### src/sv/pfb_pkg.sv
// ----------------------------------------------------------------------------
// pfb_pkg: shared types and constants of the paced nine-bit frame buffer
// Item modes, queue entry kinds, field widths and the entry and result
// records that pass between the front, the queue and the back.
// ----------------------------------------------------------------------------
package pfb_pkg;

   localparam int BUFFER_DEPTH_DEFAULT = 32;
   localparam int QUEUE_DEPTH          = 4;

   localparam int MODE_W = 2;
   localparam int WORD_W = 9;
   localparam int BYTE_W = 8;
   localparam int POS_W  = 6;
   localparam int PACE_W = 8;

   localparam logic [PACE_W-1:0] PACE_SPACING_RESET = 8'd2;
   localparam logic [WORD_W-1:0] NINTH_MARK         = 9'h100;

   // item modes
   localparam logic [MODE_W-1:0] MODE_TICK  = 2'd0;
   localparam logic [MODE_W-1:0] MODE_LOAD  = 2'd1;
   localparam logic [MODE_W-1:0] MODE_DRAIN = 2'd2;

   // queue entry kinds
   localparam logic [1:0] KIND_STATUS = 2'd0;
   localparam logic [1:0] KIND_TICK   = 2'd1;
   localparam logic [1:0] KIND_DRAIN  = 2'd2;

   typedef struct packed {
      logic [1:0]        kind;
      logic              tx_valid;
      logic [WORD_W-1:0] tx_word;
      logic              tx_empty;
      logic [POS_W-1:0]  tx_position;
      logic              rx_valid;
      logic              rx_ninth_bit;
      logic              rx_overrun;
      logic [BYTE_W-1:0] rx_byte;
      logic              second_mark;
   } entry_type;

   typedef struct packed {
      logic              tx_valid;
      logic [WORD_W-1:0] tx_word;
      logic              tx_empty;
      logic [POS_W-1:0]  tx_position;
      logic              rx_word_valid;
      logic [WORD_W-1:0] rx_word;
      logic              rx_last;
      logic [POS_W-1:0]  rx_count;
      logic              overflow_flag;
   } rsp_type;

endpackage

### src/sv/paced_nine_bit_frame_buffer.sv
// ----------------------------------------------------------------------------
// paced_nine_bit_frame_buffer: buffer for 9-bit multidrop serial words
// Paced transmit store and packet-restarting receive store behind queue
// style item and result channels.
// ----------------------------------------------------------------------------
// Usage:
//   Input items enter on push when full is low; mode selects a tick (pace
//   counter plus an optional received byte), a transmit word load, or a
//   drain of the receive store. Results leave on pop while empty is low,
//   oldest first; each load or tick gives one result, a drain gives one per
//   stored word (or a single status result when nothing is stored).
//   The spacing register is written through csr_valid/csr_ready, always
//   ready; the user must write it only while no item is in flight; the
//   block does not enforce it. Results pass the staging register, queue and
//   output register; a drain's first word also passes the read state and
//   the registered read port of the receive store, then one word follows
//   per cycle while pops keep the output register free. Ticks and loads
//   enter one item per cycle while full is low; a four-entry queue keeps the
//   intake going during a drain. If the receiver stops popping, the output
//   register, queue and intake stage fill and full rises; nothing is dropped.
//   Reset (synchronous) clears all counters, flags and queues and sets the
//   spacing to two; the stores are not cleared and need no clearing pass.
// ----------------------------------------------------------------------------
module paced_nine_bit_frame_buffer #(
   parameter int BUFFER_DEPTH = pfb_pkg::BUFFER_DEPTH_DEFAULT
) (
   input  logic                        clock,
   input  logic                        reset,
   input  logic                        push,
   output logic                        full,
   input  logic [pfb_pkg::MODE_W-1:0]  req_mode,
   input  logic                        req_rx_valid,
   input  logic                        req_rx_ninth_bit,
   input  logic                        req_rx_overrun,
   input  logic [pfb_pkg::BYTE_W-1:0]  req_rx_byte,
   input  logic [pfb_pkg::WORD_W-1:0]  req_load_word,
   input  logic                        req_load_last,
   input  logic                        req_second_mark,
   output logic                        empty,
   input  logic                        pop,
   output logic                        rsp_tx_valid,
   output logic [pfb_pkg::WORD_W-1:0]  rsp_tx_word,
   output logic                        rsp_tx_empty,
   output logic [pfb_pkg::POS_W-1:0]   rsp_tx_position,
   output logic                        rsp_rx_word_valid,
   output logic [pfb_pkg::WORD_W-1:0]  rsp_rx_word,
   output logic                        rsp_rx_last,
   output logic [pfb_pkg::POS_W-1:0]   rsp_rx_count,
   output logic                        rsp_overflow_flag,
   input  logic                        csr_valid,
   output logic                        csr_ready,
   input  logic [pfb_pkg::PACE_W-1:0]  csr_pace_spacing
);
   import pfb_pkg::*;

   entry_type q_wdata;
   entry_type q_rdata;
   logic      q_push;
   logic      q_full;
   logic      q_pop;
   logic      q_empty;
   rsp_type   rsp;

   // intake, pacing and transmit store
   pfb_front #(
      .BUFFER_DEPTH (BUFFER_DEPTH)
   ) u_front (
      .clock            (clock),
      .reset            (reset),
      .push             (push),
      .full             (full),
      .req_mode         (req_mode),
      .req_rx_valid     (req_rx_valid),
      .req_rx_ninth_bit (req_rx_ninth_bit),
      .req_rx_overrun   (req_rx_overrun),
      .req_rx_byte      (req_rx_byte),
      .req_load_word    (req_load_word),
      .req_load_last    (req_load_last),
      .req_second_mark  (req_second_mark),
      .csr_valid        (csr_valid),
      .csr_ready        (csr_ready),
      .csr_pace_spacing (csr_pace_spacing),
      .q_data           (q_wdata),
      .q_push           (q_push),
      .q_full           (q_full)
   );

   // decoupling queue
   pfb_queue u_queue (
      .clock   (clock),
      .reset   (reset),
      .q_push  (q_push),
      .q_wdata (q_wdata),
      .q_full  (q_full),
      .q_pop   (q_pop),
      .q_rdata (q_rdata),
      .q_empty (q_empty)
   );

   // receive store and results
   pfb_back #(
      .BUFFER_DEPTH (BUFFER_DEPTH)
   ) u_back (
      .clock   (clock),
      .reset   (reset),
      .q_rdata (q_rdata),
      .q_empty (q_empty),
      .q_pop   (q_pop),
      .empty   (empty),
      .pop     (pop),
      .rsp     (rsp)
   );

   // result fields
   assign rsp_tx_valid      = rsp.tx_valid;
   assign rsp_tx_word       = rsp.tx_word;
   assign rsp_tx_empty      = rsp.tx_empty;
   assign rsp_tx_position   = rsp.tx_position;
   assign rsp_rx_word_valid = rsp.rx_word_valid;
   assign rsp_rx_word       = rsp.rx_word;
   assign rsp_rx_last       = rsp.rx_last;
   assign rsp_rx_count      = rsp.rx_count;
   assign rsp_overflow_flag = rsp.overflow_flag;

endmodule

### src/sv/pfb_front.sv
// ----------------------------------------------------------------------------
// pfb_front: item intake and transmit side
// Accepts items, runs the pace counter and the transmit store, and hands
// one classified entry per item to the queue through a staging register.
// ----------------------------------------------------------------------------
module pfb_front #(
   parameter int BUFFER_DEPTH = pfb_pkg::BUFFER_DEPTH_DEFAULT
) (
   input  logic                        clock,
   input  logic                        reset,
   input  logic                        push,
   output logic                        full,
   input  logic [pfb_pkg::MODE_W-1:0]  req_mode,
   input  logic                        req_rx_valid,
   input  logic                        req_rx_ninth_bit,
   input  logic                        req_rx_overrun,
   input  logic [pfb_pkg::BYTE_W-1:0]  req_rx_byte,
   input  logic [pfb_pkg::WORD_W-1:0]  req_load_word,
   input  logic                        req_load_last,
   input  logic                        req_second_mark,
   input  logic                        csr_valid,
   output logic                        csr_ready,
   input  logic [pfb_pkg::PACE_W-1:0]  csr_pace_spacing,
   output pfb_pkg::entry_type          q_data,
   output logic                        q_push,
   input  logic                        q_full
);
   import pfb_pkg::*;

   localparam int AW = $clog2(BUFFER_DEPTH);
   localparam int CW = $clog2(BUFFER_DEPTH + 1);
   localparam logic [CW-1:0] DEPTH_C = CW'(BUFFER_DEPTH);

   logic [WORD_W-1:0] tx_store [BUFFER_DEPTH];

   logic [PACE_W-1:0] pace_spacing_ff, pace_spacing_in;
   logic [PACE_W-1:0] pace_count_ff, pace_count_in;
   logic [CW-1:0]     tx_remaining_ff, tx_remaining_in;
   logic [CW-1:0]     tx_index_ff, tx_index_in;
   logic [CW-1:0]     load_index_ff, load_index_in;
   logic              stage_valid_ff, stage_valid_in;
   entry_type         stage_ff, stage_in;
   logic [WORD_W-1:0] tx_rdata_ff;

   logic accept;
   logic send;
   logic load_wr;

   // handshakes
   assign full      = stage_valid_ff & q_full;
   assign accept    = push & ~full;
   assign csr_ready = 1'b1;
   assign q_push    = stage_valid_ff & ~q_full;

   // pace, transmit and load bookkeeping
   always_comb begin
      pace_spacing_in = csr_valid ? csr_pace_spacing : pace_spacing_ff;
      pace_count_in   = pace_count_ff;
      tx_remaining_in = tx_remaining_ff;
      tx_index_in     = tx_index_ff;
      load_index_in   = load_index_ff;
      send            = 1'b0;
      load_wr         = 1'b0;
      if (accept) begin
         case (req_mode)
            MODE_TICK: begin
               pace_count_in = pace_count_ff + 8'd1;
               if (pace_count_ff > pace_spacing_ff) begin
                  if (tx_remaining_ff != '0 && tx_index_ff < DEPTH_C) begin
                     send            = 1'b1;
                     tx_index_in     = tx_index_ff + CW'(1);
                     tx_remaining_in = tx_remaining_ff - CW'(1);
                  end else begin
                     tx_index_in     = '0;
                     tx_remaining_in = '0;
                  end
                  pace_count_in = '0;
               end
            end
            MODE_LOAD: begin
               if (tx_remaining_ff == '0) begin
                  if (load_index_ff < DEPTH_C) begin
                     load_wr       = 1'b1;
                     load_index_in = load_index_ff + CW'(1);
                  end
                  if (req_load_last) begin
                     tx_remaining_in = load_index_in;
                     tx_index_in     = '0;
                     load_index_in   = '0;
                  end
               end
            end
            default: begin
            end
         endcase
      end
   end

   // classify the item for the back
   always_comb begin
      stage_in.tx_valid     = send;
      stage_in.tx_word      = '0;
      stage_in.tx_empty     = (tx_remaining_in == '0);
      stage_in.tx_position  = POS_W'(tx_index_in);
      stage_in.rx_valid     = req_rx_valid;
      stage_in.rx_ninth_bit = req_rx_ninth_bit;
      stage_in.rx_overrun   = req_rx_overrun;
      stage_in.rx_byte      = req_rx_byte;
      stage_in.second_mark  = req_second_mark;
      case (req_mode)
         MODE_TICK:  stage_in.kind = KIND_TICK;
         MODE_DRAIN: stage_in.kind = KIND_DRAIN;
         default:    stage_in.kind = KIND_STATUS;
      endcase
      if (accept) begin
         stage_valid_in = 1'b1;
      end else if (q_push) begin
         stage_valid_in = 1'b0;
      end else begin
         stage_valid_in = stage_valid_ff;
      end
   end

   // staged entry with the sent word from the store
   always_comb begin
      q_data         = stage_ff;
      q_data.tx_word = stage_ff.tx_valid ? tx_rdata_ff : '0;
   end

   // control registers
   always_ff @(posedge clock) begin
      if (reset) begin
         pace_spacing_ff <= PACE_SPACING_RESET;
         pace_count_ff   <= '0;
         tx_remaining_ff <= '0;
         tx_index_ff     <= '0;
         load_index_ff   <= '0;
         stage_valid_ff  <= 1'b0;
      end else begin
         pace_spacing_ff <= pace_spacing_in;
         pace_count_ff   <= pace_count_in;
         tx_remaining_ff <= tx_remaining_in;
         tx_index_ff     <= tx_index_in;
         load_index_ff   <= load_index_in;
         stage_valid_ff  <= stage_valid_in;
      end
   end

   // staging payload
   always_ff @(posedge clock) begin
      if (accept) begin
         stage_ff <= stage_in;
      end
   end

   // transmit store
   always_ff @(posedge clock) begin
      if (load_wr) begin
         tx_store[load_index_ff[AW-1:0]] <= req_load_word;
      end
      if (send) begin
         tx_rdata_ff <= tx_store[tx_index_ff[AW-1:0]];
      end
   end

endmodule

### src/sv/pfb_queue.sv
// ----------------------------------------------------------------------------
// pfb_queue: entry queue between front and back
// Small first-in first-out buffer of classified entries so that the front
// keeps taking items while the back walks a drain or waits on the receiver.
// ----------------------------------------------------------------------------
module pfb_queue (
   input  logic               clock,
   input  logic               reset,
   input  logic               q_push,
   input  pfb_pkg::entry_type q_wdata,
   output logic               q_full,
   input  logic               q_pop,
   output pfb_pkg::entry_type q_rdata,
   output logic               q_empty
);
   import pfb_pkg::*;

   localparam int QAW = $clog2(QUEUE_DEPTH);
   localparam int QCW = $clog2(QUEUE_DEPTH + 1);

   entry_type        slots [QUEUE_DEPTH];
   logic [QAW-1:0]   wr_ptr_ff, wr_ptr_in;
   logic [QAW-1:0]   rd_ptr_ff, rd_ptr_in;
   logic [QCW-1:0]   count_ff, count_in;
   logic             do_push;
   logic             do_pop;

   assign q_full  = (count_ff == QCW'(QUEUE_DEPTH));
   assign q_empty = (count_ff == '0);
   assign do_push = q_push & ~q_full;
   assign do_pop  = q_pop & ~q_empty;
   assign q_rdata = slots[rd_ptr_ff];

   // pointer and fill tracking
   always_comb begin
      wr_ptr_in = wr_ptr_ff;
      rd_ptr_in = rd_ptr_ff;
      count_in  = count_ff;
      if (do_push) begin
         wr_ptr_in = (wr_ptr_ff == QAW'(QUEUE_DEPTH - 1)) ? '0 : wr_ptr_ff + QAW'(1);
      end
      if (do_pop) begin
         rd_ptr_in = (rd_ptr_ff == QAW'(QUEUE_DEPTH - 1)) ? '0 : rd_ptr_ff + QAW'(1);
      end
      if (do_push && !do_pop) begin
         count_in = count_ff + QCW'(1);
      end else if (do_pop && !do_push) begin
         count_in = count_ff - QCW'(1);
      end
   end

   always_ff @(posedge clock) begin
      if (reset) begin
         wr_ptr_ff <= '0;
         rd_ptr_ff <= '0;
         count_ff  <= '0;
      end else begin
         wr_ptr_ff <= wr_ptr_in;
         rd_ptr_ff <= rd_ptr_in;
         count_ff  <= count_in;
      end
   end

   // entry storage
   always_ff @(posedge clock) begin
      if (do_push) begin
         slots[wr_ptr_ff] <= q_wdata;
      end
   end

endmodule

### src/sv/pfb_back.sv
// ----------------------------------------------------------------------------
// pfb_back: receive side and result output
// Carries out queued entries: takes received bytes into the receive store,
// walks the store on a drain, and holds each result in an output register.
// ----------------------------------------------------------------------------
module pfb_back #(
   parameter int BUFFER_DEPTH = pfb_pkg::BUFFER_DEPTH_DEFAULT
) (
   input  logic               clock,
   input  logic               reset,
   input  pfb_pkg::entry_type q_rdata,
   input  logic               q_empty,
   output logic               q_pop,
   output logic               empty,
   input  logic               pop,
   output pfb_pkg::rsp_type   rsp
);
   import pfb_pkg::*;

   localparam int AW = $clog2(BUFFER_DEPTH);
   localparam int CW = $clog2(BUFFER_DEPTH + 1);
   localparam logic [CW-1:0] DEPTH_C = CW'(BUFFER_DEPTH);

   localparam logic [1:0] ST_IDLE = 2'd0;
   localparam logic [1:0] ST_READ = 2'd1;
   localparam logic [1:0] ST_EMIT = 2'd2;

   logic [WORD_W-1:0] rx_store [BUFFER_DEPTH];

   logic [1:0]        state_ff, state_in;
   logic [CW-1:0]     rx_index_ff, rx_index_in;
   logic              overflow_seen_ff, overflow_seen_in;
   logic [CW-1:0]     drain_k_ff, drain_k_in;
   logic [CW-1:0]     drain_count_ff, drain_count_in;
   logic [WORD_W-1:0] rx_rdata_ff;
   logic              out_valid_ff, out_valid_in;
   rsp_type           rsp_ff, rsp_in;

   logic              slot_free;
   logic              load_out;
   logic              rd_en;
   logic [AW-1:0]     rd_addr;
   logic              wr_en;
   logic [AW-1:0]     wr_addr;
   logic [WORD_W-1:0] wr_data;
   logic [CW-1:0]     tick_index;
   logic [CW-1:0]     tick_base;
   logic              tick_overflow;
   logic [CW-1:0]     drain_k_next;
   logic              drain_last;

   assign slot_free    = ~out_valid_ff | pop;
   assign empty        = ~out_valid_ff;
   assign rsp          = rsp_ff;
   assign drain_k_next = drain_k_ff + CW'(1);
   assign drain_last   = (drain_k_next == drain_count_ff);

   // effect of a tick on the receive store
   always_comb begin
      tick_overflow = q_rdata.second_mark ? 1'b0 : overflow_seen_ff;
      tick_base     = q_rdata.rx_overrun ? '0 : rx_index_ff;
      tick_index    = tick_base;
      wr_addr       = '0;
      wr_data       = {1'b0, q_rdata.rx_byte};
      if (q_rdata.rx_valid) begin
         if (tick_base >= DEPTH_C) begin
            tick_base     = '0;
            tick_overflow = 1'b1;
         end
         if (q_rdata.rx_ninth_bit) begin
            wr_addr    = '0;
            wr_data    = NINTH_MARK | {1'b0, q_rdata.rx_byte};
            tick_index = CW'(1);
         end else begin
            wr_addr    = tick_base[AW-1:0];
            tick_index = tick_base + CW'(1);
         end
      end
   end

   // sequencer over queued entries
   always_comb begin
      state_in         = state_ff;
      rx_index_in      = rx_index_ff;
      overflow_seen_in = overflow_seen_ff;
      drain_k_in       = drain_k_ff;
      drain_count_in   = drain_count_ff;
      q_pop            = 1'b0;
      load_out         = 1'b0;
      rd_en            = 1'b0;
      rd_addr          = drain_k_ff[AW-1:0];
      wr_en            = 1'b0;

      rsp_in.tx_valid      = q_rdata.tx_valid;
      rsp_in.tx_word       = q_rdata.tx_word;
      rsp_in.tx_empty      = q_rdata.tx_empty;
      rsp_in.tx_position   = q_rdata.tx_position;
      rsp_in.rx_word_valid = 1'b0;
      rsp_in.rx_word       = '0;
      rsp_in.rx_last       = 1'b1;
      rsp_in.rx_count      = POS_W'(rx_index_ff);
      rsp_in.overflow_flag = overflow_seen_ff;

      case (state_ff)
         ST_IDLE: begin
            if (!q_empty && slot_free) begin
               case (q_rdata.kind)
                  KIND_TICK: begin
                     q_pop                = 1'b1;
                     load_out             = 1'b1;
                     wr_en                = q_rdata.rx_valid;
                     rx_index_in          = tick_index;
                     overflow_seen_in     = tick_overflow;
                     rsp_in.rx_count      = POS_W'(tick_index);
                     rsp_in.overflow_flag = tick_overflow;
                  end
                  KIND_DRAIN: begin
                     if (rx_index_ff == '0) begin
                        q_pop    = 1'b1;
                        load_out = 1'b1;
                     end else begin
                        drain_count_in = rx_index_ff;
                        drain_k_in     = '0;
                        state_in       = ST_READ;
                     end
                  end
                  default: begin
                     q_pop    = 1'b1;
                     load_out = 1'b1;
                  end
               endcase
            end
         end
         ST_READ: begin
            rd_en    = 1'b1;
            state_in = ST_EMIT;
         end
         ST_EMIT: begin
            rsp_in.rx_word_valid = 1'b1;
            rsp_in.rx_word       = rx_rdata_ff;
            rsp_in.rx_last       = drain_last;
            rsp_in.rx_count      = POS_W'(drain_count_ff);
            if (slot_free) begin
               load_out = 1'b1;
               if (drain_last) begin
                  rx_index_in = '0;
                  q_pop       = 1'b1;
                  state_in    = ST_IDLE;
               end else begin
                  drain_k_in = drain_k_next;
                  rd_en      = 1'b1;
                  rd_addr    = drain_k_next[AW-1:0];
               end
            end
         end
         default: begin
            state_in = ST_IDLE;
         end
      endcase

      if (load_out) begin
         out_valid_in = 1'b1;
      end else if (pop) begin
         out_valid_in = 1'b0;
      end else begin
         out_valid_in = out_valid_ff;
      end
   end

   // control registers
   always_ff @(posedge clock) begin
      if (reset) begin
         state_ff         <= ST_IDLE;
         rx_index_ff      <= '0;
         overflow_seen_ff <= 1'b0;
         drain_k_ff       <= '0;
         drain_count_ff   <= '0;
         out_valid_ff     <= 1'b0;
      end else begin
         state_ff         <= state_in;
         rx_index_ff      <= rx_index_in;
         overflow_seen_ff <= overflow_seen_in;
         drain_k_ff       <= drain_k_in;
         drain_count_ff   <= drain_count_in;
         out_valid_ff     <= out_valid_in;
      end
   end

   // result register
   always_ff @(posedge clock) begin
      if (load_out) begin
         rsp_ff <= rsp_in;
      end
   end

   // receive store
   always_ff @(posedge clock) begin
      if (wr_en) begin
         rx_store[wr_addr] <= wr_data;
      end
      if (rd_en) begin
         rx_rdata_ff <= rx_store[rd_addr];
      end
   end

endmodule
### config.mk
export PLATFORM = sky130hd
export DESIGN_NAME = paced_nine_bit_frame_buffer
export DESIGN_NICKNAME = d
export VERILOG_FILES = /design/src/sv/pfb_pkg.sv /design/src/sv/paced_nine_bit_frame_buffer.sv /design/src/sv/pfb_front.sv /design/src/sv/pfb_queue.sv /design/src/sv/pfb_back.sv
export SDC_FILE = /design/constraint.sdc
export NUM_CORES = 1
export LEC_CHECK = 0
export ABC_AREA = 1
export CAP_MARGIN = 20
export CORE_ASPECT_RATIO = 1.25
export CORE_MARGIN = 2
export CORE_UTILIZATION = 40
export DETAILED_ROUTE_END_ITERATION = 8
export DONT_BUFFER_PORTS = 1
export GPL_TIMING_DRIVEN = 1
export PLACE_DENSITY = 0.52
export SLEW_MARGIN = 20
export SYNTH_ARGS = -nofsm -noshare
export SYNTH_HDL_FRONTEND = slang
export SYNTH_HIERARCHICAL = 1
export SYNTH_SLANG_ARGS = --single-unit
export TNS_END_PERCENT = 5
### constraint.sdc
create_clock -name clock -period 3.91 [get_ports clock]
set_clock_uncertainty 0.1 [all_clocks]
set_input_delay 0.782 -clock clock [delete_from_list [all_inputs] [get_ports clock]]
set_output_delay 0.782 -clock clock [all_outputs]
set_load 0.03 [all_outputs]
==> results.txt, run 1 <==
The number of global-route vias before repair came out at 22962. The fraction of registers with async set/reset is 0%. The first TritonRoute pass finished after 5 iterations. The final period utilization came out at 92.61%. Setup violations remaining at the end of the flow were counted as 0. The maximum count of clock buffers along a single path is 3.

The number of max-slew violations in the final report is 0. The critical path is of the flop to flop type. The sum of overflow across all layers after global routing is 0.

Setup total negative slack on the finished layout was measured at 0 ns. For this design the ratio of total power to cell area is 612.9 nW/um2. Across every metal layer, demand over resource in global routing totals 20.05%.

The portion of the post-synthesis area used by sequential elements is 68.92%. Summed over all cells, the static leakage comes to 0.01523 uW. Counting stages on the worst path, the most repeated cell is nand2_1. The data arrival at the endpoint of the critical path came out at 3.92 ns. The fill cell total of the finished layout came out at 8206. The smallest clock period supported by the final layout is computed as 3.621 ns. The CTS tree is built. The average vias per placed instance is 5.138.

The core box area is 88530 um2. The total number of placement rows is 122. The synthesis warning total came out at 6. Routability-driven placement finished with a final weighted congestion of 0.8665. The post-synth net total came out at 3263. Cell internal power was estimated by the tool at 16970 uW. The number of routed nets with antenna violations is 0. The post-route netlist has 9.531% of its cells at a drive strength greater than 1.

The portion of total power attributed to combinational logic is 19.6%. The synthesized cell area is 35690 um2. The number of CTS-inserted buffers came out at 86. The die outline height is 337.9 um.

The largest vdd supply drop is 0.0006078 V. The net count of the finished layout is 3318. The depth of the worst register-to-register path came out at 16. The number of cells on the worst hold path came out at 1.

The total die area came out at 91630 um2. The peak per-stage delay on the critical path came out at 0.57 ns. edfxtp_1 takes more of the synthesized area than any other cell. The final route contains 23146 vias.

The initial detailed-routing violation count is 1626. The unique cell type count in the Yosys netlist is 58. Of the total power, the clock network draws 32.9%. Max-cap violations in this run came to 0. The final routed DRC violation total came out at 0. The tree built by TritonCTS fans out to 841 sinks.

Data on the critical path is required at its endpoint by 4.21 ns. The post-CTS setup-driven buffer insertion count is 0. The part of the power in registers is 47.5%.

The area share of the largest cell type after synthesis came out at 65.22%. The total number of H-tree levels came out at 3. Walking the worst path, the cells encountered are ha_1 -> inv_1 -> nand2_1 -> nand2_1 -> nor2_1 -> nand3_1 -> nor2_1 -> nand3_2 -> nand2_4 -> o21ai_4 -> inv_2 -> nand3_1 -> nand3_1 -> nand2_1 -> nand2_1 -> nand2_1. The mean routed wirelength per cell is 20.52 um. The area occupied by multi-input gates is 8696 um2. The slowest cell on the critical path is inv_2. The share of total power consumed by net switching is 31.23%. The signed area change from the synthesized netlist to the final layout is 12.80%. Of all nets on the critical path, the largest fanout is 36. Clock-pin slew was measured on the worst setup and hold paths at 0.06 ns. The peak clock frequency supported by timing is 0.2762 GHz. Setup repair after global routing left no endpoint under its margin. The quantity of I/O buffers inserted on ports came out at 0. The post-synthesis instance total came out at 3199. By area the synthesized netlist is led by edfxtp_1, nand3_1, nand2_1. In the synthesized netlist the dominant register cell turns out to be edfxtp_1.

The final count of hold timing violations is 0. The transition at the pin with the smallest max-transition slack came out at 0.9328 ns. The master cell of the clock root buffer is clkbuf_16. The first global-routing pass estimated 139400 um of wire. The die outline width is 271.2 um.

The initial core utilization came out at 40.31%. The maximum number of pins on one net before global-route repair came out at 148. The worst hold path belongs to the class primary input to flop. The worst-case hold slack came out at 0.1073 ns. Registers take 24600 um2. Each instance of the synthesized netlist takes up on average 11.16 um2. The endpoint class of the critical path is a flop. STA classifies the critical path startpoint as a flop. The initial antenna violation count is 7. 75 I/O pins were placed. The HPWL after detailed placement came out at 58390 um. The flow ran to the end, and the final reports show no timing, DRC or antenna violations. The power dissipated by switching net loads is 7705 uW.

The clock insertion delay at the later pin of the skew report is 0.65 ns. The synthesized design contains 775 enable-type register cells. Wires add up to 92440 um. In this run the tightest slew margin relative to its limit is 37.60%. The count of state elements after synthesis is 841.
## area by class of cell
cell class / instances / area share (%)
clock buffer: 117 / 6.011
antenna: 1 / 0.006217
inverter: 440 / 4.134
multi-input combinational: 1770 / 21.60
timing repair buffer: 115 / 2.456
sequential: 841 / 61.11
clock inverter: 43 / 1.016
tap: 1178 / 3.662
## sequential cells by signal, indices dropped and copies added (netlist names), 8 cells and up, named ones only
register	count
u_front/pace_count_ff	8
u_front/q_data	22
u_front/pace_spacing_ff	8
u_front/tx_rdata_ff	9
u_back/rx_rdata_ff	9
u_queue/slots	124
u_back/rsp	35
u_back/rx_store	288
u_front/tx_store	288
## logic make-up after synthesis
group,count (synthesis),synth area share [%]
fa+ha+maj,27,0.9677
other cells,1,0.01051
flops,841,68.92
simple gates,1251,15.07
compound gates,480,7.812
buf+inv,588,6.953
xor+xnor,11,0.2700
## cells in the final DEF, fill, tap and decap left out, types with 8 or more instances in the layout
cell type and n:
inv_2 10, nand2_2 11, o22ai_2 9, clkbuf_8 13, clkbuf_1 17, clkbuf_16 87, xor2_1 9, dfxtp_1 63
clkinv_2 10, o21ai_0 226, o22ai_1 53, a21oi_1 65, inv_1 425, nor2_2 10, ha_1 26, o21ai_1 41
o221ai_1 53, a31oi_1 8, nor2_1 364, edfxtp_1 775, clkinv_1 15, nand3_1 375, buf_4 105, nand2_1 455
buf_12 10
## power by group through the flow
stage	combinational (uW)	sequential (uW)	clock, uW
after floorplan	2990	11800	0
after global placement	4860	11900	0
after detailed placement	4920	11900	0
after CTS	4930	11700	8330
after global routing	5320	11800	8680
final	4830	11700	8120
## worst paths after layout
kind	start	endpoint	slack, ns
min	reset	u_back/drain_k_ff[1]	0.11
min reg2reg	u_front/pace_spacing_ff[2]	u_front/pace_spacing_ff[2]	0.36
max	u_back/drain_k_ff[0]	u_back/rx_rdata_ff[4]	0.29
max reg2reg	u_back/drain_k_ff[0]	u_back/rx_rdata_ff[4]	0.29
## routing by layer
metal	part of all wire (%)	track usage, %
met2	53	37.63
met5	0.014	0
met1	40	23.77
met4	2.1	5.261
met3	4.8	3.209
## cell usage after synthesis, types with 3 or more instances
| library cell | number |
|---|---|
| a21oi_1 | 65 |
| a31oi_1 | 8 |
| buf_2 | 68 |
| buf_4 | 16 |
| buf_6 | 14 |
| clkbuf_1 | 47 |
| dfxtp_1 | 66 |
| edfxtp_1 | 775 |
| ha_1 | 26 |
| inv_1 | 425 |
| inv_2 | 10 |
| nand2_1 | 456 |
| nand2_2 | 12 |
| nand2_4 | 5 |
| nand3_1 | 375 |
| nand3_2 | 4 |
| nand4_1 | 7 |
| nor2_1 | 368 |
| nor2_2 | 7 |
| nor2_4 | 3 |
| nor3_1 | 5 |
| o211ai_1 | 4 |
| o21ai_0 | 226 |
| o21ai_1 | 41 |
| o21ai_2 | 3 |
| o221ai_1 | 53 |
| o22ai_1 | 61 |
| xor2_1 | 9 |
## metrics by stage
stage | setup slack, ns | std cells | cell area (um2) | util [%] | power, uW
2_1_floorplan | 1.066 | 3199 | 35690 | - | 14840
3_3_place_gp | 0.3205 | 4344 | 37420 | 42.26 | 16770
3_5_place_dp | 0.2284 | 4344 | 37420 | 42.26 | 16850
4_1_cts | 0.2009 | 4504 | 40250 | 45.46 | 25000
5_1_grt | 0.05151 | 4504 | 40250 | 45.46 | 25770
6_report | 0.2890 | 4505 | 40250 | 45.47 | 24670
## critical path, delay by kind of cell, from the launching register on
kind / cells / cell delay [ns]
simple gates: 12 / 1.58
buf+inv: 2 / 0.69
fa+ha+maj: 1 / 0.42
flops: 1 / 0.39
compound gates: 1 / 0.18
## what timing repair did
item,in CTS,in global routing
hold endpoints to repair,0,0
hold buffers,0,0
setup endpoints to repair,0,5
resized for setup,0,1
Power figures use the tool's default switching activity.
==> run 2, diff against run 1 <==
--- a/config.mk
+++ b/config.mk
@@ -13,7 +13,7 @@
 export DETAILED_ROUTE_END_ITERATION = 8
 export DONT_BUFFER_PORTS = 1
 export GPL_TIMING_DRIVEN = 1
-export PLACE_DENSITY = 0.52
+export PLACE_DENSITY = 0.54
 export SLEW_MARGIN = 20
 export SYNTH_ARGS = -nofsm -noshare
 export SYNTH_HDL_FRONTEND = slang
==> constraint.sdc (replaced) <==
create_clock -name clock -period 3.1 [get_ports clock]
set_clock_uncertainty 0.1 [all_clocks]
set_input_delay 0.62 -clock clock [delete_from_list [all_inputs] [get_ports clock]]
set_output_delay 0.62 -clock clock [all_outputs]
set_load 0.1 [all_outputs]
==> results.txt, run 2 (same netlist as run 1, synthesis figures left out) <==
The worst setup path is launched from a flop. The relative max-transition margin is 38.78% (+1.2 points). The slowest cell on the critical path is dfxtp_2.

The detailed-route via count was 24100 (+4.1%). The clock network fraction of design power was 30.4% (-2.5 points). The maximum fanout count along the critical path came to 10 (-72%). The core box area is 88530 um2 (unchanged).

The total number of H-tree levels came out at 3 (unchanged). The number of CTS-inserted buffers came out at 89 (+3.5%). The largest vdd supply drop is 0.0006231 V (+2.5%). The clock insertion delay at the later pin of the skew report was 0.64 ns (about the same). The endpoint class of the critical path is a flop.

The die outline height is 337.9 um (unchanged). The worst slack after detailed placement is 0.009937 ns (-0.2184 ns). The number of detailed-route iterations in the first pass is 6 (+1). The maximum count of clock buffers along a single path came out at 3 (unchanged).

The total placed cells including tap cells is 4394 (+1.2%). The final-layout setup total negative slack is 0 ns (unchanged). The final count of hold timing violations came to 0 (unchanged). The total number of placement rows is 122 (unchanged). The CTS sink count is 841 (unchanged). The HPWL after detailed placement is 60120 um (+3.0%). The die outline width is 271.2 um (unchanged). The fill cell total of the finished layout came out at 8083 (-1.5%). The quantity of I/O buffers inserted on ports came out at 0 (unchanged). Clock tree synthesis selected as its root buffer the cell clkbuf_16.

The data arrival at the endpoint of the critical path is 3.37 ns (-0.55 ns). The sum of overflow across all layers after global routing is 0 (unchanged). The signed area change from the synthesized netlist to the final layout is 16.67%. The final period utilization came out at 95.20% (+2.6 points). The most common cell type on the critical path is nand2_1. The number of cells in the finished layout apart from fillers is 4601 (+2.1%). The reported leakage power was 0.01593 uW (+4.6%).

In this run the worst hold path is classified as primary input to flop. The setup slack of the worst register-to-register path came out at 0.15 ns (-0.14 ns). The signal on the critical path passes through buf_6 -> inv_2 -> nor2_4 -> nand2_1 -> nand2_2 -> nor2_1 -> nor2_1 -> nand3_2 -> nand2_4 -> buf_8 -> nand2_2 -> o21ai_4 -> buf_12 -> clkbuf_16 -> nand3_1 -> nand3_1 -> nand3_1 -> nand2_1 -> nand2_1 -> nand2_1. The number of routed nets with antenna violations came out at 0 (unchanged). The maximum number of pins on one net before global-route repair was 60 (-59%). The clock-pin transition on the worst setup and hold timing paths is 0.06 ns (about the same).

The number of max-slew violations in the final report came out at 0 (unchanged). The mean routed wirelength per cell came out at 21.41 um (+4.3%). The top cell types in the final layout, fill and taps aside, are edfxtp_1, nand2_1, inv_1, nand3_1, nor2_1. The CTS tree is built. The peak per-stage delay on the critical path is 0.36 ns (-0.21 ns). The max-cap check violation count is 0 (unchanged). The peak clock frequency supported by timing came out at 0.3389 GHz (+23%).

The share of total power consumed by net switching is 34.25% (+3.0 points). The power dissipated by switching net loads came out at 11510 uW (+49%). The proportion of layout cells with a drive suffix above 1 came out at 11.83% (+2.3 points). The transition at the pin with the smallest max-transition slack is 0.9203 ns (-0.01246 ns). The initial detailed-routing violation count is 1998 (+23%).

The total setup violations reported at the end of the flow is 0 (unchanged). The overall track demand over capacity in global routing is 20.45% (+0.40 points). The first-pass GRT wire length came out at 142600 um (+2.3%). The portion of total power attributed to combinational logic came out at 21.8% (+2.2 points). The number of nets in the finished design was 3421 (+3.1%).

The class of the most critical setup path is flop to flop. The global placer's final weighted congestion was 0.8426 (-2.8%). Setup repair after global routing could not meet its margin everywhere. The library cell used most frequently in the layout, excluding fill and tap cells, is edfxtp_1. The part of the power in registers is 47.8% (+0.3 points). The flow ran to the end, and the final reports show no timing, DRC or antenna violations. The internal power summed over all cells came out at 22090 uW (+30%). The final routed DRC violation total is 0 (unchanged). The initial core utilization came out at 40.31% (unchanged). The number of global-route vias before repair is 23821 (+3.7%). The minimum clock period is 2.951 ns (-0.6699 ns). The post-route worst setup slack is 0.1489 ns (-0.1401 ns). The required time of the critical path is 3.52 ns (-0.69 ns). The power density over cell area came out at 806.8 nW/um2 (+32%). The number of top-level pins came out at 75 (unchanged).

The antenna cell count is 0 (-1). The total die area is 91630 um2 (unchanged). The initial antenna violation count came out at 8 (+1). The overall routed net length came out at 98520 um (+6.6%). The average vias per placed instance came out at 5.238 (+1.9%).
## run 2: critical path, delay by kind of cell (launching register included)
family / cells / cell delay (ns)
and+or+nand+nor: 14 / 1.49
AOI/OAI and AO/OA: 1 / 0.10
buffers and inverters: 5 / 0.75
DFF: 1 / 0.36
## run 2: power groups by stage
stage / Sequential [uW] / Combinational [uW] / Clock [uW]
floorplan: 16200 / 3800 / 0
finish: 16000 / 7320 / 10200
global placement: 16300 / 6470 / 0
global route: 16100 / 7910 / 10900
CTS: 16100 / 6730 / 10400
detailed placement: 16300 / 6580 / 0
## run 2: what timing repair did
item	in CTS	in global routing
endpoints found under the hold margin	329	0
hold buffers	24	0
buffers inserted	0	8
setup endpoints to repair	9	455
resized for setup	1	47
pin swaps	0	8
gates cloned	0	18
## run 2: worst paths after layout
kind / startpoint / end / cells past startpoint
worst max register to register: u_back/drain_k_ff[0] / u_back/rx_rdata_ff[6] / 20
worst min register to register: u_front/pace_spacing_ff[5] / u_front/pace_spacing_ff[5] / 2
worst min-delay path: csr_pace_spacing[0] / u_front/pace_spacing_ff[0] / 2
worst max-delay path: u_back/drain_k_ff[0] / u_back/rx_rdata_ff[6] / 20
## run 2: layer usage
layer	vias up	wire length, um	global-route usage (%)	part of all wire, %
li1	11339	-	-	-
met1	11873	39060	24.12	40
met2	701	51450	37.69	52
met3	181	4782	3.011	4.9
met4	6	3189	7.587	3.2
met5	-	37	0	0.038
## run 2: layout make-up
| cell class | instances | area [um2] | share of cell area [%] |
|---|---|---|---|
| clock inverters | 49 | 402.9 | 0.9677 |
| inverters | 440 | 1664 | 3.997 |
| repair buffers | 212 | 2275 | 5.464 |
| flip-flops and latches | 841 | 24600 | 59.10 |
| well taps | 1178 | 1474 | 3.540 |
| multi-input cells | 1773 | 8851 | 21.26 |
| clock buffers | 108 | 2362 | 5.674 |
## run 2: per-stage QoR
stage | total power (uW) | cell area (um2) | util [%] | hold slack, ns
4_1_cts | 33230 | 40950 | 46.25 | 0.01012
5_1_grt | 34940 | 41630 | 47.03 | 0.04203
3_3_place_gp | 22730 | 37840 | 42.74 | 0.3560
6_report | 33590 | 41630 | 47.03 | 0.05029
2_1_floorplan | 19990 | 35690 | - | 0.3351
3_5_place_dp | 22870 | 37840 | 42.74 | 0.3671
